`config.mk`:
```
export PLATFORM = sky130hd
export DESIGN_NAME = prlt_reply
export DESIGN_NICKNAME = d
export VERILOG_FILES = /design/src/rtl/core/prlt_pkg.sv /design/src/rtl/core/prlt_reply.sv
export SDC_FILE = /design/constraint.sdc
export NUM_CORES = 1
export LEC_CHECK = 0
export ABC_AREA = 1
export BUFFER_PORTS_ARGS = -buffer_cell sky130_fd_sc_hd__buf_4
export CAP_MARGIN = 20
export CORE_MARGIN = 2
export CORE_UTILIZATION = 58
export DETAILED_ROUTE_END_ITERATION = 8
export MAX_ROUTING_LAYER = met4
export PLACE_DENSITY = 0.84
export SYNTH_ARGS = -nofsm -noshare
export SYNTH_HDL_FRONTEND = slang
export SYNTH_SLANG_ARGS = --single-unit
```
`constraint.sdc`:
```
create_clock -name i_clk -period 3.48 [get_ports i_clk]
set_clock_uncertainty 0.2 [all_clocks]
set_input_delay 0.522 -clock i_clk [delete_from_list [all_inputs] [get_ports i_clk]]
set_output_delay 0.522 -clock i_clk [all_outputs]
set_load 0.01 [all_outputs]
```
`src/rtl/core/prlt_pkg.sv`:
```
package prlt_pkg;

    localparam int KEY_BITS   = 17;
    localparam int ID_BITS    = 16;
    localparam int TAG_BITS   = 16;
    localparam int SEC_BITS   = 32;
    localparam int NS_BITS    = 30;
    localparam int LAT_BITS   = SEC_BITS + 1;
    localparam int DEPTH      = 1 << KEY_BITS;
    localparam int CNT_BITS   = KEY_BITS + 1;
    localparam int MODE_BITS  = 2;
    localparam int STAT_BITS  = 3;

    localparam logic [NS_BITS-1:0] NS_PER_S = NS_BITS'(1000000000);
    localparam logic [KEY_BITS-1:0] ADDR_MAX = {KEY_BITS{1'b1}};

    localparam logic [MODE_BITS-1:0] MODE_START = 2'd0;
    localparam logic [MODE_BITS-1:0] MODE_REPLY = 2'd1;
    localparam logic [MODE_BITS-1:0] MODE_PURGE = 2'd2;

    localparam logic [STAT_BITS-1:0] ST_STARTED   = 3'd0;
    localparam logic [STAT_BITS-1:0] ST_ON_TIME   = 3'd1;
    localparam logic [STAT_BITS-1:0] ST_LATE      = 3'd2;
    localparam logic [STAT_BITS-1:0] ST_NOT_FOUND = 3'd3;
    localparam logic [STAT_BITS-1:0] ST_PURGED    = 3'd4;

    typedef struct packed {
        logic                valid;
        logic [TAG_BITS-1:0] target;
        logic [SEC_BITS-1:0] req_s;
        logic [NS_BITS-1:0]  req_ns;
    } t_entry;

    typedef struct packed {
        logic                late;
        logic [LAT_BITS-1:0] lat_s;
        logic [NS_BITS-1:0]  lat_ns;
    } t_reply;

endpackage

```
`src/rtl/core/prlt_reply.sv`:
```
module prlt_reply (
    input  logic                           i_clk,
    input  logic [prlt_pkg::SEC_BITS-1:0]  i_now_s,
    input  logic [prlt_pkg::NS_BITS-1:0]   i_now_ns,
    input  logic [prlt_pkg::SEC_BITS-1:0]  i_req_s,
    input  logic [prlt_pkg::NS_BITS-1:0]   i_req_ns,
    input  logic [prlt_pkg::SEC_BITS-1:0]  i_ttl,
    output prlt_pkg::t_reply               o_res
);
    import prlt_pkg::*;

    logic [SEC_BITS-1:0] n_mag;
    logic                n_borrow;
    logic [NS_BITS-1:0]  n_diff;
    logic [NS_BITS-1:0]  n_ns;

    logic [SEC_BITS-1:0] r_mag;
    logic                r_borrow;
    logic [NS_BITS-1:0]  r_ns;

    logic                neg_one;
    logic [SEC_BITS-1:0] mag_dec;

    // first stage: magnitude of the seconds gap and the nanosecond borrow
    always_comb begin
        n_mag    = (i_now_s > i_req_s) ? (i_now_s - i_req_s) : (i_req_s - i_now_s);
        n_borrow = (i_now_ns < i_req_ns);
        n_diff   = i_now_ns - i_req_ns;
        n_ns     = n_borrow ? (n_diff + NS_PER_S) : n_diff;
    end

    always_ff @(posedge i_clk) begin
        r_mag    <= n_mag;
        r_borrow <= n_borrow;
        r_ns     <= n_ns;
    end

    // second stage: apply the borrow; mag-1 >= ttl is the same as mag > ttl
    always_comb begin
        neg_one      = r_borrow && (r_mag == '0);
        mag_dec      = r_mag - SEC_BITS'(1);
        o_res.late   = r_borrow ? (r_mag > i_ttl) : (r_mag >= i_ttl);
        o_res.lat_s  = neg_one ? {LAT_BITS{1'b1}}
                     : {1'b0, (r_borrow ? mag_dec : r_mag)};
        o_res.lat_ns = r_ns;
    end

endmodule

```
; After elaboration in Yosys (flattened, before gate mapping)
; Index checks and enable logic that the tools add are counted.
[op_classes]
n_addsub = 5
n_mul = 0
div = 0
order_cmp = 4
eq_ne = 0
shift = 0
muxes = 5
bitwise_logic = 0
n_reduce_logical = 2
[ops]
columns = operator, count
row1 = $gt 32x32->1, 2
row2 = $mux 32, 2
row3 = $sub 32x32->32, 2
row4 = $mux 33, 1
row5 = $ge 32x32->1, 1
row6 = $logic_not 32->1, 1
row7 = $sub 32x1->32 const B, 1
row8 = $add 30x30->30 const B, 1
row9 = $lt 30x30->1, 1
row10 = $mux 30, 1
row11 = $sub 30x30->30, 1
row12 = $logic_and 1x1->1, 1
row13 = $mux 1, 1
[totals]
register_bits = 63
latchBits = 0
ramBits = 0
romBits = 0
in_bits = 157
out_inout_bits = 64
wordCells = 19
n_memories = 0

; Depth between registers and ports, before layout
; Gate-level depths: netlist of run 1.
[logic_depth]
depth_word = 3
mapped_depth = 21
mapped_depth_nobuf = 21

; Least setup slack after synthesis of run 1
; Ideal clock, no wire load.
[synth_timing]
kind = register -> output
start = register r_mag[0]
end = output port o_res[56] (netlist bit)
t_arrival_ns = 1.943
required_time_ns = 2.758
setup_slack_ns = 0.815
path_stages_with_launch = 13
n_path_buf = 0
path_cell_list = dfxtp_1 inv_1 ha_1 inv_1 nor3_2 nand2_2 nor3_4 nand4_2 nor2_4 nand3_4 nor3_4 nand3_1 xnor2_1
[synth_lines]
columns = element, line
row1 = from (decl), prlt_reply.sv:17  ; logic [SEC_BITS-1:0] r_mag;
row2 = from (signal assigned), prlt_reply.sv:33  ; r_mag <= n_mag;
row3 = to (decl), prlt_reply.sv:8  ; output prlt_pkg::t_reply o_res

==> results of run 1 <==
==> metrics by stage <==
| step | worst slack [ns] | util, % | instance area (µm²) | setup TNS (ns) | std cells |
|---|---|---|---|---|---|
| after CTS | 0.1019 | 70.81 | 12630 | 0 | 2264 |
| final | 0.1034 | 71.35 | 12730 | 0 | 2275 |
| after global routing | -0.04530 | 71.35 | 12730 | -0.08743 | 2275 |
| after global placement | 0.4114 | 69.14 | 12330 | 0 | 2249 |
| after detailed placement | 0.3550 | 69.14 | 12330 | 0 | 2249 |
| after floorplan | 0.8153 | - | 10480 | 0 | 1822 |
==> metal layers <==
metal,up-vias,share of wire (%)
li1,6112,-
met1,5391,44
met2,577,43
met3,59,11
met4,0,1.9
met5,-,0
==> final cells by class <==
| type | instances | area, µm² | area share, % |
|---|---|---|---|
| multi-input combinational | 1357 | 7662 | 60.19 |
| timing repair buffer | 247 | 1854 | 14.57 |
| tap | 229 | 286.5 | 2.251 |
| clock buffer | 12 | 256.5 | 2.015 |
| inverter | 364 | 1366 | 10.73 |
| clock inverter | 3 | 42.54 | 0.3342 |
| sequential | 63 | 1261 | 9.908 |
==> cells in the mapped netlist (4+ instances only) <==
master       n  area, µm²
nand2_1    534       2004
inv_1      353       1325
nor2_1     171      641.9
ha_1       127       1589
a21oi_1    118      590.6
nand3_1     75      375.4
xor2_1      68      595.6
o21ai_0     67      335.3
dfxtp_1     63       1261
nand4_1     25      156.4
xnor2_1     21      183.9
clkbuf_2    19      95.09
nand2_2     15      93.84
a21o_1      14      105.1
nor3_1      13      65.06
buf_2       12      60.06
inv_2       11      41.29
nor2_2      11      68.82
nor4_1       9      56.30
nand3b_1     8      60.06
o21a_1       8      60.06
o21bai_1     8      60.06
o21ai_1      6      30.03
or2_2        6      37.54
o2111ai_1    5      43.79
nor3_2       4      40.04
o211ai_1     4      30.03
o221ai_1     4      35.03
==> report_power, final <==
| group | switching [µW] | leakage, µW | internal (µW) | total, µW |
|---|---|---|---|---|
| logic | 1610 | 0.00673 | 1100 | 2710 |
| registers | 196 | 0.000531 | 932 | 1130 |
| clock network | 346 | 0.000145 | 589 | 935 |
==> registers in the layout (all words and copies together), names as in the netlist <==
name	count
r_ns	30
r_borrow	1
r_mag	32
==> cells by family (layout without fill, tap and decap cells) <==
family	Yosys count	in the layout	share of synthesized area [%]
AO/OA/AOI/OAI	253	253	13.90
XOR/XNOR	89	89	7.435
adder cells (fa/ha/maj)	130	130	15.73
buffers and inverters	402	626	15.01
flip-flops	63	63	12.03
AND/OR/NAND/NOR	885	885	35.89
==> final timing paths <==
kind,cells past startpoint,to,slack [ns],startpoint
min,3,r_ns[0]$_DFF_P_,0.25,i_req_ns[0]
max,13,o_res[52],0.10,r_mag[1]$_DFF_P_
==> timing repair <==
item | 4_1_cts | 5_1_grt
setup endpoints to repair | 0 | 12
buffers inserted | 0 | 11
endpoints found under the hold margin | 0 | 0
gates resized for setup | 0 | 5
==> results, run 1 <==
- TritonCTS built the clock tree.
- From synthesis to final layout, the design area changed by 21.42%.
- The initial core utilization is 58.76%.
- The count of hold-fix buffers inserted at cts is 0.
- The worst setup path is launched from a register.
- The number of fill cells is 1584.
- The number of global-route vias before repair came to 11120.
- For met1 alone, demand over resource in global routing was 47.90%.
- The number of hold-slack violations in the final timing report is 0.
- The completed layout was analyzed and its total power is 4770 µW.
- In the global route stage, met3 resource usage came out at 6.893%.
- The share of layout cells above drive strength 1 is 16.03%.
- The top flip-flop cell by instance count after synthesis is dfxtp_1.
- In the routed layout, each cell is associated on average with a via count of 5.336.
- After clock tree synthesis, the clock-pin slew on the worst setup and hold paths is 0.06 ns.
- Global routing used 52.27% of the available met2 tracks.
- The total of max-cap violations is 0.
- The commonest non-fill, non-tap cell in the layout is nand2_1.
- Summed over all layers, the routed wires come to 33450 µm.
- The number of port buffers is 220.
- The number of core rows is 49.
- The post-synthesis cell area is 10480 µm².
- Dividing total power by cell area gives a power density of 374.8 nW/µm².
- The maximum fanout count along the critical path is 4.
- The shortest period the worst path allows is 3.377 ns.
- The total congestion overflow after global routing is 0.
- The worst min-delay path class is primary input to register.
- The gate family responsible for the most delay along the worst path is simple AND/OR/NAND/NOR gates.
- The residual DRC count is 0.
- The slowest cell on the critical path is dfxtp_1.
- The region available for standard cell placement spans 17840 µm².
- The register bit count reported by yosys is 63.
- In the finished design, the share of the clock period the worst path needs comes to 97.03%.
- Leaving out fill and tap cells, the most frequent cells in the layout are nand2_1, inv_1, buf_4, nor2_1, ha_1.
- The total iterations of the first detailed-routing run is 6.
- The signal on the critical path passes through inv_2 -> ha_2 -> inv_1 -> nor3_2 -> nand2_2 -> nor3_4 -> nand4_2 -> nor2_4 -> nand3_4 -> nor3_4 -> buf_4 -> xor2_1 -> buf_4.
- The worst voltage drop across the vdd grid is 0.0002832 V.
- The element type at the critical path end is a primary output.
- The tree is rooted in a clkbuf_16.
- The first-pass GRT wire length is 53230 µm.
- The clock net in this run drives a total of 63 sinks.
- The count of nets left with antenna violations once routing finished came out at 0.
- The maximum level of the CTS H-tree is 3.
- The synthesized area per cell is 5.754 µm².
- The sum of buffers and inverters on the critical path is 4.
- Routability-driven placement finished with a final weighted congestion of 1.070.
- Derived from the worst setup path, the maximum achievable clock frequency is 0.2962 GHz.
- The count of yosys warnings during synthesis is 0.
- The post-synthesis net count is 2109.
- Yosys mapped a number of flops with a built-in enable equal to 0.
- Entering global routing, the biggest net connects 25 pins.
- The longest clock path from root to sink contains 2 buffers.
- In the final design database the tool counted 2329 nets.
- Setup violations remaining at the end of the flow were counted as 0.
- The floorplan step set the die height to 138.4 µm.
- Sequential cells were found to cover 12.03% of the synthesized design area.
- The arrival time of data at the critical path endpoint is 2.65 ns.
- The sum of net half-perimeters after detailed placement is 28670 µm.
- In the final routed layout, each cell accounts on average for 14.70 µm.
- After global routing, the most crowded layer is met2.
- On the final layout, the worst hold slack is 0.2452 ns.
- The kind of critical path is register to primary output.
- The number of buffers created by CTS is 9.
- Counting every instance in the synthesized netlist gives 1822.
- The run finished with clean final reports.
- The total count of max-transition violations in the final report was 0.
- The horizontal die dimension is 138.4 µm.
- The final antenna diode count is 0.
- The total routing resource utilization after global routing is 34.72%.
- The share of synthesized registers carrying an async set or reset is 0%.
- The leakage power of the design is 0.007408 µW.
- Measured against its own limit, the worst slew margin works out to 62.42%.
- In this run, the number of DRC markers left after iteration 0 of detailed routing was 1012.
- The number of distinct library cell variants in the gate-level netlist after synthesis is 54.
- The required time at the endpoint of the critical path is 2.76 ns.
- The longest individual stage delay on the worst path is 0.34 ns.
- The initial antenna violation count came to 0.
- During I/O placement, the number of pins put on the boundary was 221.
- The total via count in the routed design is 12140.
- The actual transition at the worst max-transition pin is 0.5585 ns.
- The total die area is 19170 µm².
Note: power is estimated with default switching activity, not from simulation.
==> run 2: changes to the inputs <==
--- a/config.mk
+++ b/config.mk
@@ -5,14 +5,15 @@
 export SDC_FILE = /design/constraint.sdc
 export NUM_CORES = 1
 export LEC_CHECK = 0
-export ABC_AREA = 1
 export BUFFER_PORTS_ARGS = -buffer_cell sky130_fd_sc_hd__buf_4
 export CAP_MARGIN = 20
+export CELL_PAD_IN_SITES_DETAIL_PLACEMENT = 1
+export CELL_PAD_IN_SITES_GLOBAL_PLACEMENT = 2
 export CORE_MARGIN = 2
-export CORE_UTILIZATION = 58
+export CORE_UTILIZATION = 31
 export DETAILED_ROUTE_END_ITERATION = 8
 export MAX_ROUTING_LAYER = met4
-export PLACE_DENSITY = 0.84
+export PLACE_DENSITY_LB_ADDON = 0.1
 export SYNTH_ARGS = -nofsm -noshare
 export SYNTH_HDL_FRONTEND = slang
 export SYNTH_SLANG_ARGS = --single-unit
==> results, run 2 <==
- The least setup slack across all paths after layout is -0.03436 ns (-0.1378 ns).
- The achievable clock frequency was 0.2845 GHz (-3.9%).
- The startpoint identified for the worst hold timing path is i_req_ns[0].
- The total congestion overflow after global routing is 0 (unchanged).
- The sum of routed wire length over all layers is 31680 µm (-5.3%).
- The routability congestion estimate from global placement is 0.8800 (-18%).
- The maximum fanout count along the critical path is 4 (unchanged).
- The worst setup path is captured at a primary output.
- The residual antenna-violating net count after detailed routing is 0 (unchanged).
- The final antenna diode count is 0 (unchanged).
- The mean routed wirelength per cell is 15.95 µm (+8.5%).
- Traced cell by cell, the critical path runs through or3_4 -> nand2b_4 -> or2_4 -> or4_4 -> nor2_4 -> nand2_2 -> or2_4 -> a211o_1 -> nand2_2 -> buf_6.
- The maximum count of clock buffers along a single path is 2 (unchanged).
- The hold path depth is 3 (unchanged).
- The largest family of logic cells by synthesized area is compound AO/OA/AOI/OAI gates.
- The final critical-path share of the clock period is 101.0% (+4.0 points).
- The arrival time of data at the critical path endpoint is 2.79 ns (+0.14 ns).
- r_mag holds more flip-flops than any other register.
- Leaving out fill and tap cells, the most frequent cell in the layout is buf_4.
- The post-synthesis share of cell area spent on and, or, nand and nor gates is 18.22% (-18 points).
- The number of synthesized flops with an enable pin is 0 (unchanged).
- The total of max-cap violations came to 0 (unchanged).
- The horizontal die dimension is 173.2 µm (+25%).
- The final reports fail on negative setup slack.
- The smallest hold slack is 0.2504 ns (+0.005197 ns).
- The worst voltage drop across the vdd grid is 0.0002245 V (-21%).
- The register clock-pin slew on the reported worst setup and hold paths is 0.06 ns (about the same).
- The initial antenna violation count is 0 (unchanged).
- The height of the die came to 173.2 µm (+25%).
- The proportion of synthesized chip area in sequential cells was 14.22% (+2.2 points).
- The CTS tree is yes.
- The kind of critical path is register to primary output.
- The post-synthesis cell area is 8871 µm² (-15%).
- STA classifies the critical path startpoint as a register.
- The power per unit of standard cell area is 381.1 nW/µm² (+1.7%).
- The post-synthesis net count came to 1467 (-30%).
- The total die area is 29990 µm² (+56%).
- The largest registers in the layout are r_mag x32, r_ns x30, r_borrow x1.
- The compound-gate portion of the synthesized area is 27.74% (+14 points).
- The actual transition at the worst max-transition pin is 0.5403 ns (-0.01818 ns).
- The final net count is 1891 (-19%).
- The number of port buffers is 220 (unchanged).
- The total count of max-transition violations in the final report is 0 (unchanged).
- The max-slew headroom at the worst pin is 63.51% (+1.1 points).
- The min-delay analysis places its worst path in the category primary input to register.
- By count the netlist is led by inv_1, ha_1, a21oi_1, nand2_1, nor2_1.
- The leakage power of the design is 0.006720 µW (-9.3%).
- The synthesized area per cell is 7.518 µm² (+31%).
- The slowest stage of the critical path belongs to the cell or4_4.
- The count of hold-fix buffers inserted at cts is 0 (unchanged).
- The total iterations of the first detailed-routing run is 4 (-2).
- The number of flip-flops under the largest register name is 32 (unchanged).
- The fraction of post-synthesis cell area in the top cell type by area is 17.91% (-1.2 points).
- The number of DRC markers after the initial detailed-route iteration is 315 (-69%).
- The number of hold-slack violations in the final timing report is 0 (unchanged).
- The initial core utilization came to 31.67% (-27 points).
- Setup repair after global routing could not meet its margin everywhere.
- The first-pass GRT wire length is 51370 µm (-3.5%).
- Leaving out fill and tap cells, the most frequent cells in the layout are buf_4, inv_1, ha_1, a21oi_1, nand2_1.
- The total routing resource utilization after global routing came to 21.31% (-13 points).
- The number of buffers created by CTS is 9 (unchanged).
- The run finished, with violations left.
- The fraction of synthesized cell area in xor and xnor cells is 9.577% (+2.1 points).
- The final design area excluding fillers is 13180 µm² (+3.6%).
- The post-synthesis mux area share is 2.355% (+2.4 points).
- The number of core rows was 61 (+24%).
- The shortest period the worst path allows came to 3.514 ns (+0.1378 ns).
- The area overhead of the layout relative to synthesis is 48.62%.
- The total placed instance area is 12530 µm² (+1.6%).
- The maximum number of pins on one net before global-route repair was 18 (-28%).
- The sum of net half-perimeters after detailed placement is 27570 µm (-3.8%).
- The number of global-route vias before repair is 10450 (-6.0%).
- By instance count, the leading cell after synthesis is inv_1.
- The cell count after synthesis was 1180 (-35%).
- The clock sink total is 63 (unchanged).
- The number of setup violations in the final report is 2 (+2).
- The placeable core area is 28010 µm² (+57%).
- The top-level I/O count was 221 (unchanged).
- The setup slack at placement is -0.4206 ns (-0.7756 ns).
- The number of distinct library cell variants in the gate-level netlist after synthesis is 89 (+65%).
- The share of synthesized registers carrying an async set or reset is 0% (unchanged).
- In the post-synthesis netlist, the biggest area contributors are ha_1, dfxtp_1, inv_1, xnor2_1, a21oi_1.
- The post-detailed-route via-to-cell ratio came to 4.891 (-8.3%).
- The share of layout cells above drive strength 1 is 35.45% (+19 points).
- The residual DRC count is 0 (unchanged).
- The register bit count reported by yosys was 63 (unchanged).
- The area share of fa/ha/maj cells after synthesis came to 18.59% (+2.9 points).
- The cell accounting for the most synthesized area is ha_1.
- The tree is rooted in a clkbuf_16.
- The maximum level of the CTS H-tree is 3 (unchanged).
- The top flip-flop cell by instance count after synthesis is dfxtp_1.
- The summed negative setup slack over all endpoints is -0.04656 ns (-0.04656 ns).
- The required time at the endpoint of the critical path was 2.76 ns (about the same).
- The total via count in the routed design is 9714 (-20%).
- The count of yosys warnings during synthesis is 0 (unchanged).
- The longest individual stage delay on the worst path is 0.45 ns (+0.11 ns).
- The worst hold path terminates at r_ns[0]$_DFF_P_.
run 2: changes by cell type after synthesis, moves of 35 or more:
cell     delta
nand3_1    -52
xnor2_1    +43
inv_1     -198
nor2_1     -98
xor2_1     -35
nand2_1   -447
run 2: worst max-delay path by stage:
stage / startpoint / to / slack, ns / depth (start not counted)
finish: r_mag[2]$_DFF_P_ / o_res[61] / -0.03 / 10
global route: r_mag[2]$_DFF_P_ / o_res[61] / -0.14 / 10
CTS: r_mag[2]$_DFF_P_ / o_res[61] / -0.07 / 10
detailed placement: i_now_ns[0] / r_ns[28]$_DFF_P_ / -0.42 / 14
global placement: i_now_ns[0] / r_ns[28]$_DFF_P_ / -0.38 / 14
floorplan: i_now_ns[0] / r_ns[28]$_DFF_P_ / -0.03 / 13
run 2: power by group:
group	switching, µW	internal (µW)
sequential	197	970
combinational	1450	1520
clock	332	548
total	1980	3040
run 2: routing by layer:
metal  routed length (µm)  GRT usage, %  vias up  share of wire (%)
met2                16040         38.37      172                 51
li1                     -             -     4995                  -
met1                13770         24.54     4525                 43
met3                 1543         3.826       22                4.9
met4                  331         4.696        0                1.0
met5                    0             -        -                  0
run 2: kinds of logic after synthesis:
group                      Yosys count
and+or+nand+nor                    316
muxes                               20
adders and majority gates          130
xor gates and xnor gates            97
DFF                                 63
AOI/OAI and AO/OA                  356
buffers and inverters              198
run 2: what timing repair did:
item / in CTS / in global routing
endpoints found under the hold margin: 0 / 0
resized for setup: 27 / 38
endpoints found under the setup margin: 22 / 39
pin swaps: 7 / 13
gates cloned: 0 / 2
buffers inserted: 4 / 5
run 2: final cells by class:
class / instances / area, µm²
well taps: 378 / 473.0
fillers: 3542 / 14830
inverters: 155 / 589.3
flip-flops and latches: 63 / 1275
repair buffers: 456 / 3481
multi-input cells: 919 / 7086
clock buffers: 11 / 232.7
clock inverters: 4 / 47.55
run 2: worst max-delay path, delay by kind of cell, from the launching register on:
family,cells,cell delay [ns]
AO/OA/AOI/OAI,1,0.31
AND/OR/NAND/NOR,8,1.74
buffers and inverters,1,0.09
flip-flops,1,0.31
run 2: metrics by stage:
stage | std cells | util, % | power, µW
floorplan | 1180 | - | 2686
global placement | 1960 | 44.75 | 4001
detailed placement | 1960 | 44.75 | 4062
CTS | 1979 | 46.29 | 5011
global route | 1986 | 47.07 | 5400
finish | 1986 | 47.07 | 5024
==> run 3: changes to the inputs <==
--- a/config.mk
+++ b/config.mk
@@ -5,12 +5,13 @@
 export SDC_FILE = /design/constraint.sdc
 export NUM_CORES = 1
 export LEC_CHECK = 0
+export ABC_AREA = 1
 export BUFFER_PORTS_ARGS = -buffer_cell sky130_fd_sc_hd__buf_4
 export CAP_MARGIN = 20
 export CELL_PAD_IN_SITES_DETAIL_PLACEMENT = 1
 export CELL_PAD_IN_SITES_GLOBAL_PLACEMENT = 2
 export CORE_MARGIN = 2
-export CORE_UTILIZATION = 31
+export CORE_UTILIZATION = 29
 export DETAILED_ROUTE_END_ITERATION = 8
 export MAX_ROUTING_LAYER = met4
 export PLACE_DENSITY_LB_ADDON = 0.1
==> results, run 3 (synthesized netlist as in run 1, its figures left out) <==
- The run finished with clean final reports.
- Leaving out fill and tap cells, the most frequent cell in the layout is nand2_1.
- The total iterations of the first detailed-routing run is 4 (unchanged).
- The initial core utilization is 29.47% (-2.2 points).
- Relative to the synthesized area, the layout overhead comes to 25.93%.
- The maximum level of the CTS H-tree is 3 (unchanged).
- The CTS tree is yes.
- The count of non-filler cells in the finished layout is 2524 (+27%).
- The total congestion overflow after global routing is 0 (unchanged).
- The required time at the endpoint of the critical path is 2.76 ns (about the same).
- The number of core rows is 69 (+13%).
- The summed negative setup slack over all endpoints is 0 ns (+0.04656 ns).
- The number of setup violations in the final report is 0 (-2).
- The maximum count of clock buffers along a single path was 2 (unchanged).
- STA classifies the critical path endpoint as a primary output.
- The post-layout utilization of the core is 37.12% (-9.9 points).
- The portion of total power attributed to combinational logic was 58.1% (-1.2 points).
- The tree is rooted in a clkbuf_16.
- The launch point of the critical path is r_mag[0]$_DFF_P_.
- The arrival time of data at the critical path endpoint was 2.59 ns (-0.20 ns).
- The library cells used most frequently in the layout, excluding fill and tap cells, are nand2_1, inv_1, buf_4, nor2_1, ha_1.
- The actual transition at the worst max-transition pin is 0.5166 ns (-0.02372 ns).
- The total of max-cap violations came to 0 (unchanged).
- The clock sink total is 63 (unchanged).
- The shortest period the worst path allows came to 3.311 ns (-0.2030 ns).
- The max-slew headroom at the worst pin is 65.19% (+1.7 points).
- The top-level I/O count is 221 (unchanged).
- The initial antenna violation count is 0 (unchanged).
- The final net count is 2345 (+24%).
- The largest registers in the layout are r_mag x32, r_ns x30, r_borrow x1.
- The share of layout cells above drive strength 1 is 17.01% (-18 points).
- The final antenna diode count is 0 (unchanged).
- The height of the die was 194.1 µm (+12%).
- The number of hold-slack violations in the final timing report is 0 (unchanged).
- The sum of net half-perimeters after detailed placement is 38280 µm (+39%).
- The mean routed wirelength per cell is 16.92 µm (+6.1%).
- The leakage power of the design was 0.007505 µW (+12%).
- The worst min-delay path class is primary input to register.
- Setup repair after global routing left no endpoint under its margin.
- The routability congestion estimate from global placement was 0.8931 (+1.5%).
- The placed cell count is 2499 (+28%).
- The worst voltage drop across the vdd grid is 0.0002656 V (+18%).
- The total die area is 37690 µm² (+26%).
- The net switching fraction of the power was 46.36% (+6.9 points).
- The sum of routed wire length over all layers is 42710 µm (+35%).
- The part of the power in registers is 23.4% (+0.2 points).
- The power consumption is 4915 µW (-2.2%).
- The total internal power is 2636 µW (-13%).
- The number of DRC markers after the initial detailed-route iteration is 575 (+83%).
- The horizontal die dimension is 194.1 µm (+12%).
- The total count of max-transition violations in the final report is 0 (unchanged).
- The hold path depth is 3 (unchanged).
- The residual DRC count was 0 (unchanged).
- The maximum number of pins on one net before global-route repair is 22 (+4).
- The placeable core area came to 35570 µm² (+27%).
- The number of port buffers is 220 (unchanged).
- The critical path ends at o_res[56].
- The type of element launching the critical path is a register.
- The number of flip-flops under the largest register name is 32 (unchanged).
- The first-pass GRT wire length is 67010 µm (+30%).
- The top register by number of flip-flops is r_mag.
- The residual antenna-violating net count after detailed routing was 0 (unchanged).
- The number of global-route vias before repair is 12150 (+16%).
- The achievable clock frequency is 0.3020 GHz (+6.1%).
- The post-detailed-route via-to-cell ratio was 4.735 (-3.2%).
- The register clock-pin slew on the reported worst setup and hold paths came to 0.05 ns (about the same).
- The net load switching power is 2278 µW (+15%).
- The total via count in the routed design is 11950 (+23%).
- The power per unit of standard cell area came to 372.3 nW/µm² (-2.3%).
- The number of buffers created by CTS is 9 (unchanged).
- The share of total power in the clock network is 18.6% (+1.1 points).
- The total routing resource utilization after global routing is 23.15% (+1.8 points).
- By startpoint and endpoint, the worst setup path is classified as register to primary output.
- The maximum fanout count along the critical path is 3 (-1).
- The final critical-path share of the clock period is 95.15% (-5.8 points).
run 3: critical path: stages (launching register included):
cell     delay (ns)
dfxtp_2        0.32
inv_2          0.09
ha_4           0.14
inv_2          0.04
nor3_4         0.12
nand2_2        0.10
nor3_4         0.23
nand4_2        0.17
nor2_4         0.19
nand3_4        0.11
nor3_4         0.26
nand3_2        0.12
xnor2_2        0.18
buf_4          0.14
run 3: worst min path at each step:
| stage | slack (ns) | to | start |
|---|---|---|---|
| CTS | 0.20 | r_ns[0]$_DFF_P_ | i_req_ns[0] |
| finish | 0.22 | r_ns[0]$_DFF_P_ | i_req_ns[0] |
| global route | 0.23 | r_ns[0]$_DFF_P_ | i_req_ns[0] |
| global placement | 0.58 | r_ns[0]$_DFF_P_ | i_req_ns[0] |
| detailed placement | 0.59 | r_ns[0]$_DFF_P_ | i_req_ns[0] |
| floorplan | 0.49 | r_ns[0]$_DFF_P_ | i_req_ns[0] |
run 3: cell type report:
class / count / area (µm²)
Fill cell: 4839 / 22370
Clock buffer: 12 / 246.5
Timing Repair Buffer: 263 / 1991
Inverter: 364 / 1366
Tap cell: 461 / 576.8
Sequential cell: 63 / 1265
Clock inverter: 4 / 45.04
Multi-Input combinational cell: 1357 / 7712
run 3: power groups by stage:
stage	Clock (µW)	Sequential (µW)	Combinational, µW
2_1_floorplan	0	1130	1630
5_1_grt	977	1180	3210
3_3_place_gp	0	1150	2790
6_report	912	1150	2850
4_1_cts	953	1150	2840
3_5_place_dp	0	1160	2830
run 3: routing by layer:
layer	routed length, µm	share of wire [%]	track usage [%]
met1	22880	54	33.84
met2	18010	42	34.30
met3	1506	3.5	2.905
met4	305	0.71	3.676
met5	0	0	-
run 3: timing repair:
item | CTS | global route
hold buffers | 0 | 0
endpoints found under the setup margin | 0 | 13
gates resized for setup | 0 | 17
buffers inserted | 0 | 9
run 3: metrics by stage:
| stage | instance area (µm²) | hold slack (ns) | setup slack (ns) |
|---|---|---|---|
| 3_5_place_dp | 12770 | 0.5938 | 0.1638 |
| 3_3_place_gp | 12770 | 0.5850 | 0.1914 |
| 6_report | 13200 | 0.2229 | 0.1687 |
| 4_1_cts | 13060 | 0.2001 | 0.009405 |
| 2_1_floorplan | 10480 | 0.4924 | 0.8153 |
| 5_1_grt | 13200 | 0.2276 | 0.0007272 |
